File: src/hw/rtl/b32e_pkg.sv
// ----------------------------------------------------------------------------
// b32e_pkg
// Shared types and constants for the base32 stream encoder.
// ----------------------------------------------------------------------------
package b32e_pkg;

  localparam int SymW     = 5;
  localparam int CharW    = 7;
  localparam int NumSyms  = 32;
  localparam int CfgIdxW  = 3;
  localparam int CfgDataW = 56;
  localparam int MaxSyms  = 3;

  localparam logic [CharW-1:0] PadCharReset = 7'd61;

  typedef enum logic [CfgIdxW-1:0] {
    CFG_ALPHA0   = 3'd0,
    CFG_ALPHA1   = 3'd1,
    CFG_ALPHA2   = 3'd2,
    CFG_ALPHA3   = 3'd3,
    CFG_PAD_EN   = 3'd4,
    CFG_PAD_CHAR = 3'd5
  } cfg_idx_e;

  typedef struct packed {
    logic [7:0] data_byte;
    logic       end_of_message;
  } in_t;

  typedef struct packed {
    logic [CharW-1:0] out_char;
    logic             final_char;
    logic             message_done;
  } out_t;

  typedef logic [NumSyms-1:0][CharW-1:0] alphabet_t;

  // One classified request: the symbols to look up, in order, then pads.
  typedef struct packed {
    logic [MaxSyms-1:0][SymW-1:0] sym;
    logic [1:0]                   nsym;
    logic [2:0]                   npad;
    logic                         last;
  } op_t;

endpackage

File: src/hw/rtl/b32e_front.sv
// ----------------------------------------------------------------------------
// b32e_front
// Accepts bytes, tracks leftover bits and quantum position, and turns each
// request into a list of symbols and a pad count.
// ----------------------------------------------------------------------------
module b32e_front (
  input  logic            clk,
  input  logic            rst_n,
  input  logic            in_valid,
  output logic            in_ready,
  input  b32e_pkg::in_t   in_data,
  input  logic            pad_en,
  input  logic            q_full,
  output logic            push,
  output b32e_pkg::op_t   push_op
);
  import b32e_pkg::*;

  logic [3:0]  lb_r, lb_nxt;
  logic [2:0]  lc_r, lc_nxt;
  logic [2:0]  qpos_r, qpos_nxt;
  logic [2:0]  cnt;
  logic [11:0] acc;
  logic [3:0]  bits;
  logic        two;
  logic [2:0]  rem;
  logic [3:0]  new_lb;
  logic        extra;
  logic [4:0]  sym0, sym1, symx;
  logic [1:0]  nsym;
  logic [2:0]  qpos_after;
  logic [2:0]  pads;
  logic [3:0]  room;

  assign in_ready = !q_full;
  assign push     = in_valid && in_ready;

  always_comb begin
    cnt    = (lc_r > 3'd4) ? 3'd4 : lc_r;
    acc    = {lb_r, in_data.data_byte};
    bits   = {1'b0, cnt} + 4'd8;
    two    = (bits >= 4'd10);
    sym0   = 5'(acc >> (bits - 4'd5));
    sym1   = 5'(acc >> (bits - 4'd10));
    rem    = two ? 3'(bits - 4'd10) : 3'(bits - 4'd5);
    new_lb = acc[3:0] & 4'((5'd1 << rem) - 5'd1);
    extra  = in_data.end_of_message && (rem != 3'd0);
    symx   = 5'({1'b0, new_lb} << (3'd5 - rem));
    nsym   = 2'd1 + {1'b0, two} + {1'b0, extra};
    qpos_after = qpos_r + {1'b0, nsym};
    pads   = (in_data.end_of_message && pad_en) ? 3'(3'd0 - qpos_after) : 3'd0;
    room   = 4'd8 - {2'b00, nsym};
    if ({1'b0, pads} > room) begin
      pads = room[2:0];
    end

    push_op.sym[0] = sym0;
    push_op.sym[1] = two ? sym1 : symx;
    push_op.sym[2] = symx;
    push_op.nsym   = nsym;
    push_op.npad   = pads;
    push_op.last   = in_data.end_of_message;

    lb_nxt   = lb_r;
    lc_nxt   = lc_r;
    qpos_nxt = qpos_r;
    if (push) begin
      if (in_data.end_of_message) begin
        lb_nxt   = 4'd0;
        lc_nxt   = 3'd0;
        qpos_nxt = 3'd0;
      end else begin
        lb_nxt   = new_lb;
        lc_nxt   = rem;
        qpos_nxt = qpos_after;
      end
    end
  end

  always_ff @(posedge clk) begin
    if (!rst_n) begin
      lb_r   <= 4'd0;
      lc_r   <= 3'd0;
      qpos_r <= 3'd0;
    end else begin
      lb_r   <= lb_nxt;
      lc_r   <= lc_nxt;
      qpos_r <= qpos_nxt;
    end
  end

endmodule

File: src/hw/rtl/b32e_queue.sv
// ----------------------------------------------------------------------------
// b32e_queue
// Two-entry queue of classified requests between front and back.
// ----------------------------------------------------------------------------
module b32e_queue (
  input  logic            clk,
  input  logic            rst_n,
  input  logic            push,
  input  b32e_pkg::op_t   push_op,
  input  logic            pop,
  output logic            full,
  output logic            head_valid,
  output b32e_pkg::op_t   head_op,
  output logic [1:0]      count
);
  import b32e_pkg::*;

  op_t        mem_r [2];
  logic       wr_ptr_r, rd_ptr_r;
  logic [1:0] count_r, count_nxt;

  assign full       = (count_r == 2'd2);
  assign head_valid = (count_r != 2'd0);
  assign head_op    = mem_r[rd_ptr_r];
  assign count      = count_r;

  always_comb begin
    count_nxt = count_r;
    if (push && !pop) begin
      count_nxt = count_r + 2'd1;
    end else if (pop && !push) begin
      count_nxt = count_r - 2'd1;
    end
  end

  always_ff @(posedge clk) begin
    if (push) begin
      mem_r[wr_ptr_r] <= push_op;
    end
  end

  always_ff @(posedge clk) begin
    if (!rst_n) begin
      wr_ptr_r <= 1'b0;
      rd_ptr_r <= 1'b0;
      count_r  <= 2'd0;
    end else begin
      if (push) begin
        wr_ptr_r <= !wr_ptr_r;
      end
      if (pop) begin
        rd_ptr_r <= !rd_ptr_r;
      end
      count_r <= count_nxt;
    end
  end

endmodule

File: src/hw/rtl/b32e_back.sv
// ----------------------------------------------------------------------------
// b32e_back
// Walks the queue head request, one character per cycle unless stalled,
// through the alphabet lookup and pad character, into the output register.
// ----------------------------------------------------------------------------
module b32e_back (
  input  logic                clk,
  input  logic                rst_n,
  input  logic                head_valid,
  input  b32e_pkg::op_t       head_op,
  output logic                pop,
  input  b32e_pkg::alphabet_t alphabet,
  input  logic [6:0]          pad_char,
  output logic                out_valid,
  input  logic                out_ready,
  output b32e_pkg::out_t      out_data
);
  import b32e_pkg::*;

  logic [1:0] idx_r, idx_nxt;
  logic [2:0] pcnt_r, pcnt_nxt;
  logic       out_valid_r, out_valid_nxt;
  out_t       out_data_r;
  logic       advance;
  logic       in_syms;
  logic       fin;
  logic [4:0] sym_sel;
  logic [6:0] ch;

  assign advance   = head_valid && (!out_valid_r || out_ready);
  assign pop       = advance && fin;
  assign out_valid = out_valid_r;
  assign out_data  = out_data_r;

  always_comb begin
    in_syms = (idx_r < head_op.nsym);
    case (idx_r)
      2'd0:    sym_sel = head_op.sym[0];
      2'd1:    sym_sel = head_op.sym[1];
      2'd2:    sym_sel = head_op.sym[2];
      default: sym_sel = head_op.sym[0];
    endcase
    ch = in_syms ? alphabet[sym_sel] : pad_char;
    if (in_syms) begin
      fin = (idx_r == head_op.nsym - 2'd1) && (head_op.npad == 3'd0);
    end else begin
      fin = (pcnt_r == head_op.npad - 3'd1);
    end

    idx_nxt  = idx_r;
    pcnt_nxt = pcnt_r;
    if (advance) begin
      if (fin) begin
        idx_nxt  = 2'd0;
        pcnt_nxt = 3'd0;
      end else if (in_syms) begin
        idx_nxt = idx_r + 2'd1;
      end else begin
        pcnt_nxt = pcnt_r + 3'd1;
      end
    end

    out_valid_nxt = out_valid_r;
    if (advance) begin
      out_valid_nxt = 1'b1;
    end else if (out_ready) begin
      out_valid_nxt = 1'b0;
    end
  end

  always_ff @(posedge clk) begin
    if (advance) begin
      out_data_r.out_char     <= ch;
      out_data_r.final_char   <= fin;
      out_data_r.message_done <= fin && head_op.last;
    end
  end

  always_ff @(posedge clk) begin
    if (!rst_n) begin
      idx_r       <= 2'd0;
      pcnt_r      <= 3'd0;
      out_valid_r <= 1'b0;
    end else begin
      idx_r       <= idx_nxt;
      pcnt_r      <= pcnt_nxt;
      out_valid_r <= out_valid_nxt;
    end
  end

endmodule

File: src/hw/rtl/base32_stream_encoder_top.sv
// ----------------------------------------------------------------------------
// base32_stream_encoder_top
// Base32 encoder with a configurable alphabet and optional padding.
// ----------------------------------------------------------------------------
// Each byte request produces one or two characters, and the final byte of a
// message produces up to eight, counting the zero-filled tail and the pad
// characters. The output side delivers one character per cycle while
// out_ready is high; the front takes a new byte in any cycle that the
// two-entry request queue has room, and the single output register sets the
// sustained rate. Configuration writes are accepted in every cycle and must
// be made while no message is in flight.
module base32_stream_encoder_top (
  input  logic                           clk,
  input  logic                           rst_n,
  input  logic                           in_valid,
  output logic                           in_ready,
  input  b32e_pkg::in_t                  in_data,
  output logic                           out_valid,
  input  logic                           out_ready,
  output b32e_pkg::out_t                 out_data,
  input  logic                           cfg_valid,
  output logic                           cfg_ready,
  input  logic [b32e_pkg::CfgIdxW-1:0]   cfg_index,
  input  logic [b32e_pkg::CfgDataW-1:0]  cfg_data
);
  import b32e_pkg::*;

  alphabet_t        alpha_r;
  logic             pad_en_r;
  logic [CharW-1:0] pad_char_r;
  logic             q_full;
  logic             q_head_valid;
  op_t              q_head_op;
  op_t              push_op;
  logic             q_push;
  logic             q_pop;
  logic [1:0]       q_count;

  assign cfg_ready = 1'b1;

  always_ff @(posedge clk) begin
    if (!rst_n) begin
      alpha_r    <= '0;
      pad_en_r   <= 1'b0;
      pad_char_r <= PadCharReset;
    end else if (cfg_valid && cfg_ready) begin
      case (cfg_index)
        CFG_ALPHA0:   alpha_r[7:0]   <= cfg_data;
        CFG_ALPHA1:   alpha_r[15:8]  <= cfg_data;
        CFG_ALPHA2:   alpha_r[23:16] <= cfg_data;
        CFG_ALPHA3:   alpha_r[31:24] <= cfg_data;
        CFG_PAD_EN:   pad_en_r       <= cfg_data[0];
        CFG_PAD_CHAR: pad_char_r     <= cfg_data[CharW-1:0];
        default:      ;
      endcase
    end
  end

  b32e_front u_front (
    .clk      (clk),
    .rst_n    (rst_n),
    .in_valid (in_valid),
    .in_ready (in_ready),
    .in_data  (in_data),
    .pad_en   (pad_en_r),
    .q_full   (q_full),
    .push     (q_push),
    .push_op  (push_op)
  );

  b32e_queue u_queue (
    .clk        (clk),
    .rst_n      (rst_n),
    .push       (q_push),
    .push_op    (push_op),
    .pop        (q_pop),
    .full       (q_full),
    .head_valid (q_head_valid),
    .head_op    (q_head_op),
    .count      (q_count)
  );

  b32e_back u_back (
    .clk        (clk),
    .rst_n      (rst_n),
    .head_valid (q_head_valid),
    .head_op    (q_head_op),
    .pop        (q_pop),
    .alphabet   (alpha_r),
    .pad_char   (pad_char_r),
    .out_valid  (out_valid),
    .out_ready  (out_ready),
    .out_data   (out_data)
  );

  // The back never removes a request from an empty queue.
  a_pop_nonempty: assert property (@(posedge clk) disable iff (!rst_n)
    q_pop |-> (q_count != 2'd0))
    else $error("request popped from empty queue");

  // The queue never holds more than two requests.
  a_count_bound: assert property (@(posedge clk) disable iff (!rst_n)
    (q_count != 2'd3))
    else $error("queue count out of range");

  // The end of a message is always the last character of its byte.
  a_done_is_final: assert property (@(posedge clk) disable iff (!rst_n)
    (out_valid && out_data.message_done) |-> out_data.final_char)
    else $error("message end without final character");

endmodule

File: config.mk
export PLATFORM = sky130hd
export DESIGN_NAME = base32_stream_encoder_top
export DESIGN_NICKNAME = d
export VERILOG_FILES = /design/src/hw/rtl/b32e_pkg.sv /design/src/hw/rtl/b32e_front.sv /design/src/hw/rtl/b32e_queue.sv /design/src/hw/rtl/b32e_back.sv /design/src/hw/rtl/base32_stream_encoder_top.sv
export SDC_FILE = /design/constraint.sdc
export NUM_CORES = 1
export LEC_CHECK = 0
export ABC_AREA = 1
export BUFFER_PORTS_ARGS = -buffer_cell sky130_fd_sc_hd__buf_2
export CELL_PAD_IN_SITES_DETAIL_PLACEMENT = 1
export CELL_PAD_IN_SITES_GLOBAL_PLACEMENT = 2
export CORE_ASPECT_RATIO = 0.6
export CORE_MARGIN = 2
export CORE_UTILIZATION = 32
export CTS_CLUSTER_DIAMETER = 150
export CTS_CLUSTER_SIZE = 12
export DETAILED_ROUTE_END_ITERATION = 8
export PLACE_DENSITY_LB_ADDON = 0.1
export SETUP_SLACK_MARGIN = 0.4
export SKIP_CTS_REPAIR_TIMING = 1
export SYNTH_ARGS = -nofsm -noshare
export SYNTH_HDL_FRONTEND = slang
export SYNTH_SLANG_ARGS = --single-unit
export TNS_END_PERCENT = 10
File: constraint.sdc
create_clock -name clk -period 4.5 [get_ports clk]
set_input_delay 1.35 -clock clk [delete_from_list [all_inputs] [get_ports clk]]
set_output_delay 1.35 -clock clk [all_outputs]
set_load 0.05 [all_outputs]
==> metrics.md, run 1 <==
| Metric | Value |
|---|---|
| Clock-pin slew on the worst setup and hold paths | `0.06 ns` |
| Status | `completed` |
| Vias | `13607` |
| Min Tclk post-route | `3.97 ns` |
| YS warnings | `0` |
| Detailed-route DRC error count | `0` |
| CP Launch Type | `flop` |
| Nets | `around 2100` |
| Most frequent cells in the layout | `nand3_1 (287), o21ai_0 (282), inv_1 (258), nand2_1 (253), dfxtp_1 (250)` |
| PD cells | `703 mW/mm^2` |
| Top cell type's share of synthesized area | `between 30% and 40%` |
| Design area | `0.0165 mm^2` |
| Die W | `279 um` |
| Row cnt | `60` |
| Skew final | `~0.018 ns` |
| CTS root buffer | `clkbuf_16` |
| Largest net degree at the start of global routing | `between 100 and 150` |
| GR peak layer | `met1` |
| 1st-iter DRT viols | `803` |
| Maxcap violations | `0` |
| TritonCTS clock tree | `yes` |
| Slew Limit Fails | `0` |
| DP Area | `roughly 0.016 mm^2` |
| Leakage | `6.72 nW` |
| Slew @ Worst Pin | `0.973 ns` |
| Dpl hpwl | `approximately 37000 um` |
| Area delta synth->final | `13.5%` |
| First-pass GRT wire length | `81800 um` |
| Cell taking the most area after synthesis | `dfxtp_1` |
| Worst vdd ir | `between 500 and 600 uV` |
| Die area | `0.0471 mm^2` |
| DRT Pass-1 Iters | `5` |
| Clk Latency, worst-skew pair | `0.57 ns` |
| Register area share after synthesis | `45.5%` |
| I/O pin total | `85` |
| Port-buffer cells | `just over 80` |
| Layout cells sized above 1 | `10.1%` |
| Per-cell routed wire length | `between 20 and 25 um` |
| CTS H-tree lvls | `1` |
| Remaining Overflow, GRT | `0` |
| TritonCTS Buffers | `29` |
| M2 GR Usage | `31.4%` |
| WP data required | `4.82 ns` |
| Path type of the worst setup path | `reg2reg` |
| Hold Path Class | `reg2reg` |
| Fmax | `0.252 GHz` |
| Cells after Synth | `1993` |
| Commonest non-fill, non-tap cell in the layout | `nand3_1` |
| Distinct cells, synth | `43` |
| Number of synthesized register bits | `304` |
| Worst R2R Setup Slack | `0.53 ns` |
| Syn Area/Cell | `7.28 um^2` |
| Ranking of synthesized cells by area | `dfxtp_1 (35%), edfxtp_1 (11%), nand3_1 (9.9%), o21ai_0 (9.8%), a21oi_1 (7.5%)` |
| Core Area | `0.0447 mm^2` |
| Routability cong. | `0.855` |
| Met1 Usage GRT | `36.3%` |
| Initial Util | `32.4%` |
| Unrepaired setup endpoints after global routing | `yes` |
| Total Power | `~12 mW` |
| GRT Resource Usage Total | `22.5%` |
| Crit end category | `flop` |
| Clk sinks | `304` |
| Tcrit/Tclk final | `88.2%` |
| Number of global-route vias before repair | `13324` |
| Post-Route WL | `53800 um` |
| Vias per inst | `between 5 and 6` |
| Max FO, Critical Path | `5` |
| Die height | `169 um` |
| Hold violation count in the final report | `0` |
| FILL cells | `approximately 5500` |
| Final TNS setup | `0 ns` |
| Initial antenna violation count | `2` |
| Slew HR | `34.4%` |
| M3 GR Usage | `3.17%` |
| Antenna Nets Post-Route | `0` |
| Syn Nets | `between 2000 and 2500` |
| Worst slack at placement | `0.189 ns` |
| Final Setup Violations | `0` |
| CTS max path bufs | `3` |
| Cell area after synthesis | `between 0.01 and 0.015 mm^2` |
| Final setup margin | `0.530 ns` |
| Crit path arrival time | `4.29 ns` |
-- sequential cells by signal, indices dropped and copies added, names as in the netlist, 2 cells and up, named ones only --
register / cells
u_back.out_data: 9
pad_char_r: 7
u_back.pcnt_r: 3
alpha_r: 224
u_queue.mem_r: 42
u_front.lc_r: 3
u_front.qpos_r: 3
u_queue.count: 2
u_front.lb_r: 4
u_back.idx_r: 2
-- cell families (layout without fill, tap and decap cells) --
group | Yosys count | in the layout | share of synthesized area, %
DFF | 304 | 304 | 45.5
adders and majority gates | 18 | 18 | 1.60
and+or+nand+nor | 720 | 720 | 22.1
muxes | 3 | 3 | 0.233
xor gates and xnor gates | 8 | 8 | 0.535
buffers and inverters | 403 | 437 | 11.0
AOI/OAI and AO/OA | 536 | 536 | 19.1
other | 1 | 3 | 0.0258
-- critical path, cell delays in order, from the launching register on --
cell	delay (ns)
dfxtp_4	0.37
inv_6	0.08
nand2_4	0.08
ha_4	0.28
inv_1	0.07
o21ai_4	0.19
nand2_2	0.10
nor2_4	0.19
nor2_2	0.06
ha_1	0.31
inv_2	0.06
ha_1	0.19
fa_1	0.50
inv_1	0.05
ha_1	0.28
nand2_1	0.07
inv_1	0.07
ha_4	0.27
o21a_1	0.16
o2111ai_4	0.15
nand2_1	0.10
o21ai_1	0.07
-- through the flow --
stage | instances | hold WS (ns) | utilization (%)
6_report | 2618 | 0.454 | 36.8
3_3_place_gp | 2569 | 0.432 | 34.7
3_5_place_dp | 2569 | 0.445 | 34.7
5_1_grt | 2617 | 0.469 | 36.8
4_1_cts | 2609 | 0.455 | 36.4
2_1_floorplan | 1993 | 0.425 | -
-- cell type report --
| cell class | count | area (um^2) | area share (%) |
|---|---|---|---|
| diodes | 2 | 5.00 | 0.0304 |
| clock buffers | 38 | 759 | 4.61 |
| clock inverters | 2 | 17.5 | 0.106 |
| inverters | 269 | 1020 | 6.19 |
| multi-input cells | 1286 | 6470 | 39.3 |
| flip-flops and latches | 304 | 6600 | 40.1 |
| well taps | 589 | 737 | 4.48 |
| repair buffers | 128 | 860 | 5.22 |
-- synthesized netlist by cell type --
cell       instances
a21oi_1          216
o21ai_0          284
inv_1            261
buf_2             35
nor2_1           135
nand3_2            1
mux2i_2            1
o21ai_2            6
nor2_2             2
a21oi_2            1
ha_1              17
conb_1             1
fa_1               1
nand2_1          258
inv_2              6
mux2i_1            2
xor2_1             7
a31oi_1            2
a221oi_1           1
dfxtp_1          253
buf_4              9
a22o_1             1
o221ai_1           3
o21a_1             1
o21ai_1            4
o211ai_1           6
or2_1              1
edfxtp_1          51
nand3_1          288
nand2_2            1
nand4_1            3
o2111ai_1          1
o22ai_1            4
a211oi_1           1
xor2_2             1
clkbuf_1          90
nor3_2             1
o31ai_1            1
o2bb2ai_1          1
nand3b_1          28
or2_2              2
a22oi_1            3
clkinv_1           2
-- path summary, 6_finish.rpt --
path / start / endpoint / cells past startpoint
max reg2reg: u_front.lc_r[2] / u_queue.mem_r[1][2] / 21
min: alpha_r[73] / alpha_r[73] / 2
max: u_front.lc_r[2] / u_queue.mem_r[1][2] / 21
min reg2reg: alpha_r[73] / alpha_r[73] / 2
-- routing by layer --
| metal | vias up | share of wire, % |
|---|---|---|
| met4 | 0 | 1.4 |
| met5 | - | 0 |
| met2 | 235 | 39 |
| li1 | 6625 | - |
| met1 | 6697 | 55 |
| met3 | 50 | 4.4 |
-- power by group --
part / switching (mW) / internal (mW) / leakage [nW] / total [mW]
sequential: 0.0980 / 3.11 / 2.54 / 3.21
combinational: 4.45 / 1.66 / 3.80 / 6.11
clock: 1.08 / 1.17 / 0.377 / 2.24
total: 5.63 / 5.94 / 6.72 / 11.6
(Power assumes the default switching activity.)
==> run 2, diff against run 1 <==
- CORE_UTILIZATION: 32 -> 38
- clock period: 4.5 -> 4.6 ns (I/O delays scaled with it)
==> metrics.md, run 2 (synthesis gave the netlist of run 1 again) <==
| Metric | Value |
|---|---|
| Status | `completed` |
| Min Tclk post-route | `4.05 ns` |
| Number of global-route vias before repair | `roughly 13000` |
| Core Area | `roughly 0.038 mm^2` |
| Clock-pin slew on the worst setup and hold paths | `0.06 ns` |
| Vias | `between 10000 and 15000` |
| Row cnt | `55` |
| Initial Util | `38.5%` |
| Tcrit/Tclk final | `88.0%` |
| Clk sinks | `304` |
| Crit path arrival time | `4.36 ns` |
| Internal power | `approximately 5.7 mW` |
| GRT Resource Usage Total | `25.5%` |
| First-pass GRT wire length | `between 70000 and 80000 um` |
| Worst vdd ir | `427 uV` |
| Leakage | `6.66 nW` |
| Layout cells sized above 1 | `9.57%` |
| 1st-iter DRT viols | `1055` |
| Unrepaired setup endpoints after global routing | `no` |
| Bufs and invs on worst path | `5` |
| Initial antenna violation count | `0` |
| Maxcap violations | `0` |
| I/O pin total | `85` |
| Final TNS setup | `0 ns` |
| Die height | `155 um` |
| Slew @ Worst Pin | `1.04 ns` |
| Util after Layout | `43.1%` |
| NetSw | `between 5 and 6 mW` |
| Antenna Nets Post-Route | `0` |
| Max FO, Critical Path | `5` |
| Routability cong. | `around 0.89` |
| Fmax | `0.247 GHz` |
| Largest register FFs | `224` |
| Crit end category | `flop` |
| Final Setup Violations | `0` |
| Worst R2R Setup Slack | `0.55 ns` |
| Commonest non-fill, non-tap cell in the layout | `nand3_1` |
| Skew final | `around 0.016 ns` |
| CP delay by family, top | `adder cells` |
| CTS max path bufs | `3` |
| CP Launch Type | `flop` |
| Flop pwr share | `28.4%` |
| CTS root buffer | `clkbuf_16` |
| CTS H-tree lvls | `1` |
| TritonCTS Buffers | `29` |
| Wire length on met2 | `about 21000 um` |
| Metal-1 WL | `~27000 um` |
| Clock power frac | `19.8%` |
| Reg2reg start | `u_front.lc_r[2]` |
| Most frequent cells in the layout | `nand3_1 (287), o21ai_0 (282), inv_1 (259), nand2_1 (254), dfxtp_1 (250)` |
| Detailed-route DRC error count | `0` |
| Per-cell routed wire length | `20.3 um` |
| Diode count | `0` |
| TritonCTS clock tree | `yes` |
| Crit path cell chain | `inv_6, nand2_4, ha_4, inv_1, o21ai_4, nand2_2, nor2_4, nor2_2, ha_1, inv_2, ha_2, fa_1, inv_1, ha_1, nand2_1, inv_1, ha_1, o21a_1, o2111ai_2, o21ai_1` |
| Largest Register | `alpha_r` |
| WP data required | `4.91 ns` |
| PD cells | `between 600 and 700 mW/mm^2` |
| Largest net degree at the start of global routing | `154` |
| Hold Path Class | `reg2reg` |
| Area delta synth->final | `11.9%` |
| Vias per inst | `5.36` |
| Min-delay src | `alpha_r[165]` |
| Die W | `256 um` |
| Path type of the worst setup path | `reg2reg` |
| Reg2reg end | `u_queue.mem_r[0][1]` |
| Clk Latency, worst-skew pair | `just under 0.6 ns` |
| Die area | `0.0398 mm^2` |
| Port-buffer cells | `83` |
| DRT Pass-1 Iters | `5` |
| Top Metal Used | `met4` |
| Dpl hpwl | `around 35000 um` |
| Post-Route WL | `51400 um` |
| Met3 wire len | `about 3100 um` |
| Sw Ratio | `48.0%` |
| Slew Limit Fails | `0` |
| CP max stage cell | `fa_1` |
| Hold violation count in the final report | `0` |
| Hold endpoint | `alpha_r[165]` |
| Hold Path Depth | `2` |
| FF-to-FF path depth | `20` |
| Remaining Overflow, GRT | `0` |
| DP Area | `between 0.015 and 0.02 mm^2` |
| Comb pwr share | `51.9%` |
| Slew HR | `30.9%` |
| Nets | `2100` |
| Design area | `0.0162 mm^2` |
| CP max stage delay | `roughly 0.57 ns` |
[run 2: changes by cell type in the layout (fill, tap and decap cells not counted), sizes merged]
cell,before,now
diode,2,0
inv,268,270
clkbuf,38,37
clkinv,3,1
buf,128,119
[run 2: per-layer routing]
layer  global-route usage, %  up-vias
met4                    3.51        0
met1                    41.0     6611
met2                    36.0      294
met5                       0        -
li1                        -     6603
met3                    3.55       44
[run 2: worst min-delay path, stage by stage (launching register included)]
cell	delay [ns]
dfxtp_1	0.30
inv_1	0.06
a21oi_1	0.05
[run 2: final cells by class]
class | instances | area, um^2
flip-flops and latches | 304 | 6600
clock inverters | 2 | 17.5
multi-input cells | 1286 | 6440
inverters | 269 | 1020
repair buffers | 119 | 754
well taps | 513 | 642
fillers | 4704 | 21400
clock buffers | 37 | 756
[run 2: worst max path at each step]
| stage | start | end | slack (ns) | depth (start not counted) |
|---|---|---|---|---|
| 2_1_floorplan | u_front.lc_r[2] | u_queue.mem_r[0][1] | 0.46 | 22 |
| 3_5_place_dp | u_front.lc_r[2] | u_queue.mem_r[0][1] | 0.26 | 21 |
| 4_1_cts | u_front.lc_r[2] | u_queue.mem_r[0][1] | 0.24 | 21 |
| 5_1_grt | u_front.lc_r[2] | u_queue.mem_r[0][2] | 0.37 | 21 |
| 6_report | u_front.lc_r[2] | u_queue.mem_r[0][1] | 0.55 | 20 |
| 3_3_place_gp | u_front.lc_r[2] | u_queue.mem_r[1][2] | 0.37 | 21 |
[run 2: power by group through the flow]
stage	Clock, mW	Combinational [mW]	Sequential (mW)
final	2.19	5.74	3.14
after global routing	2.34	6.28	3.16
after CTS	2.24	5.68	3.14
after detailed placement	0	5.65	3.20
after global placement	0	5.59	3.19
after floorplan	0	3.49	3.33
[run 2: per-stage QoR]
stage	hold slack (ns)	power (mW)	worst slack (ns)	std cells
after floorplan	0.425	6.83	0.461	1993
after global placement	0.436	8.77	0.372	2488
after detailed placement	0.443	8.85	0.259	2488
after CTS	0.455	11.1	0.237	2527
after global routing	0.472	11.8	0.370	2530
final	0.452	11.1	0.554	2530
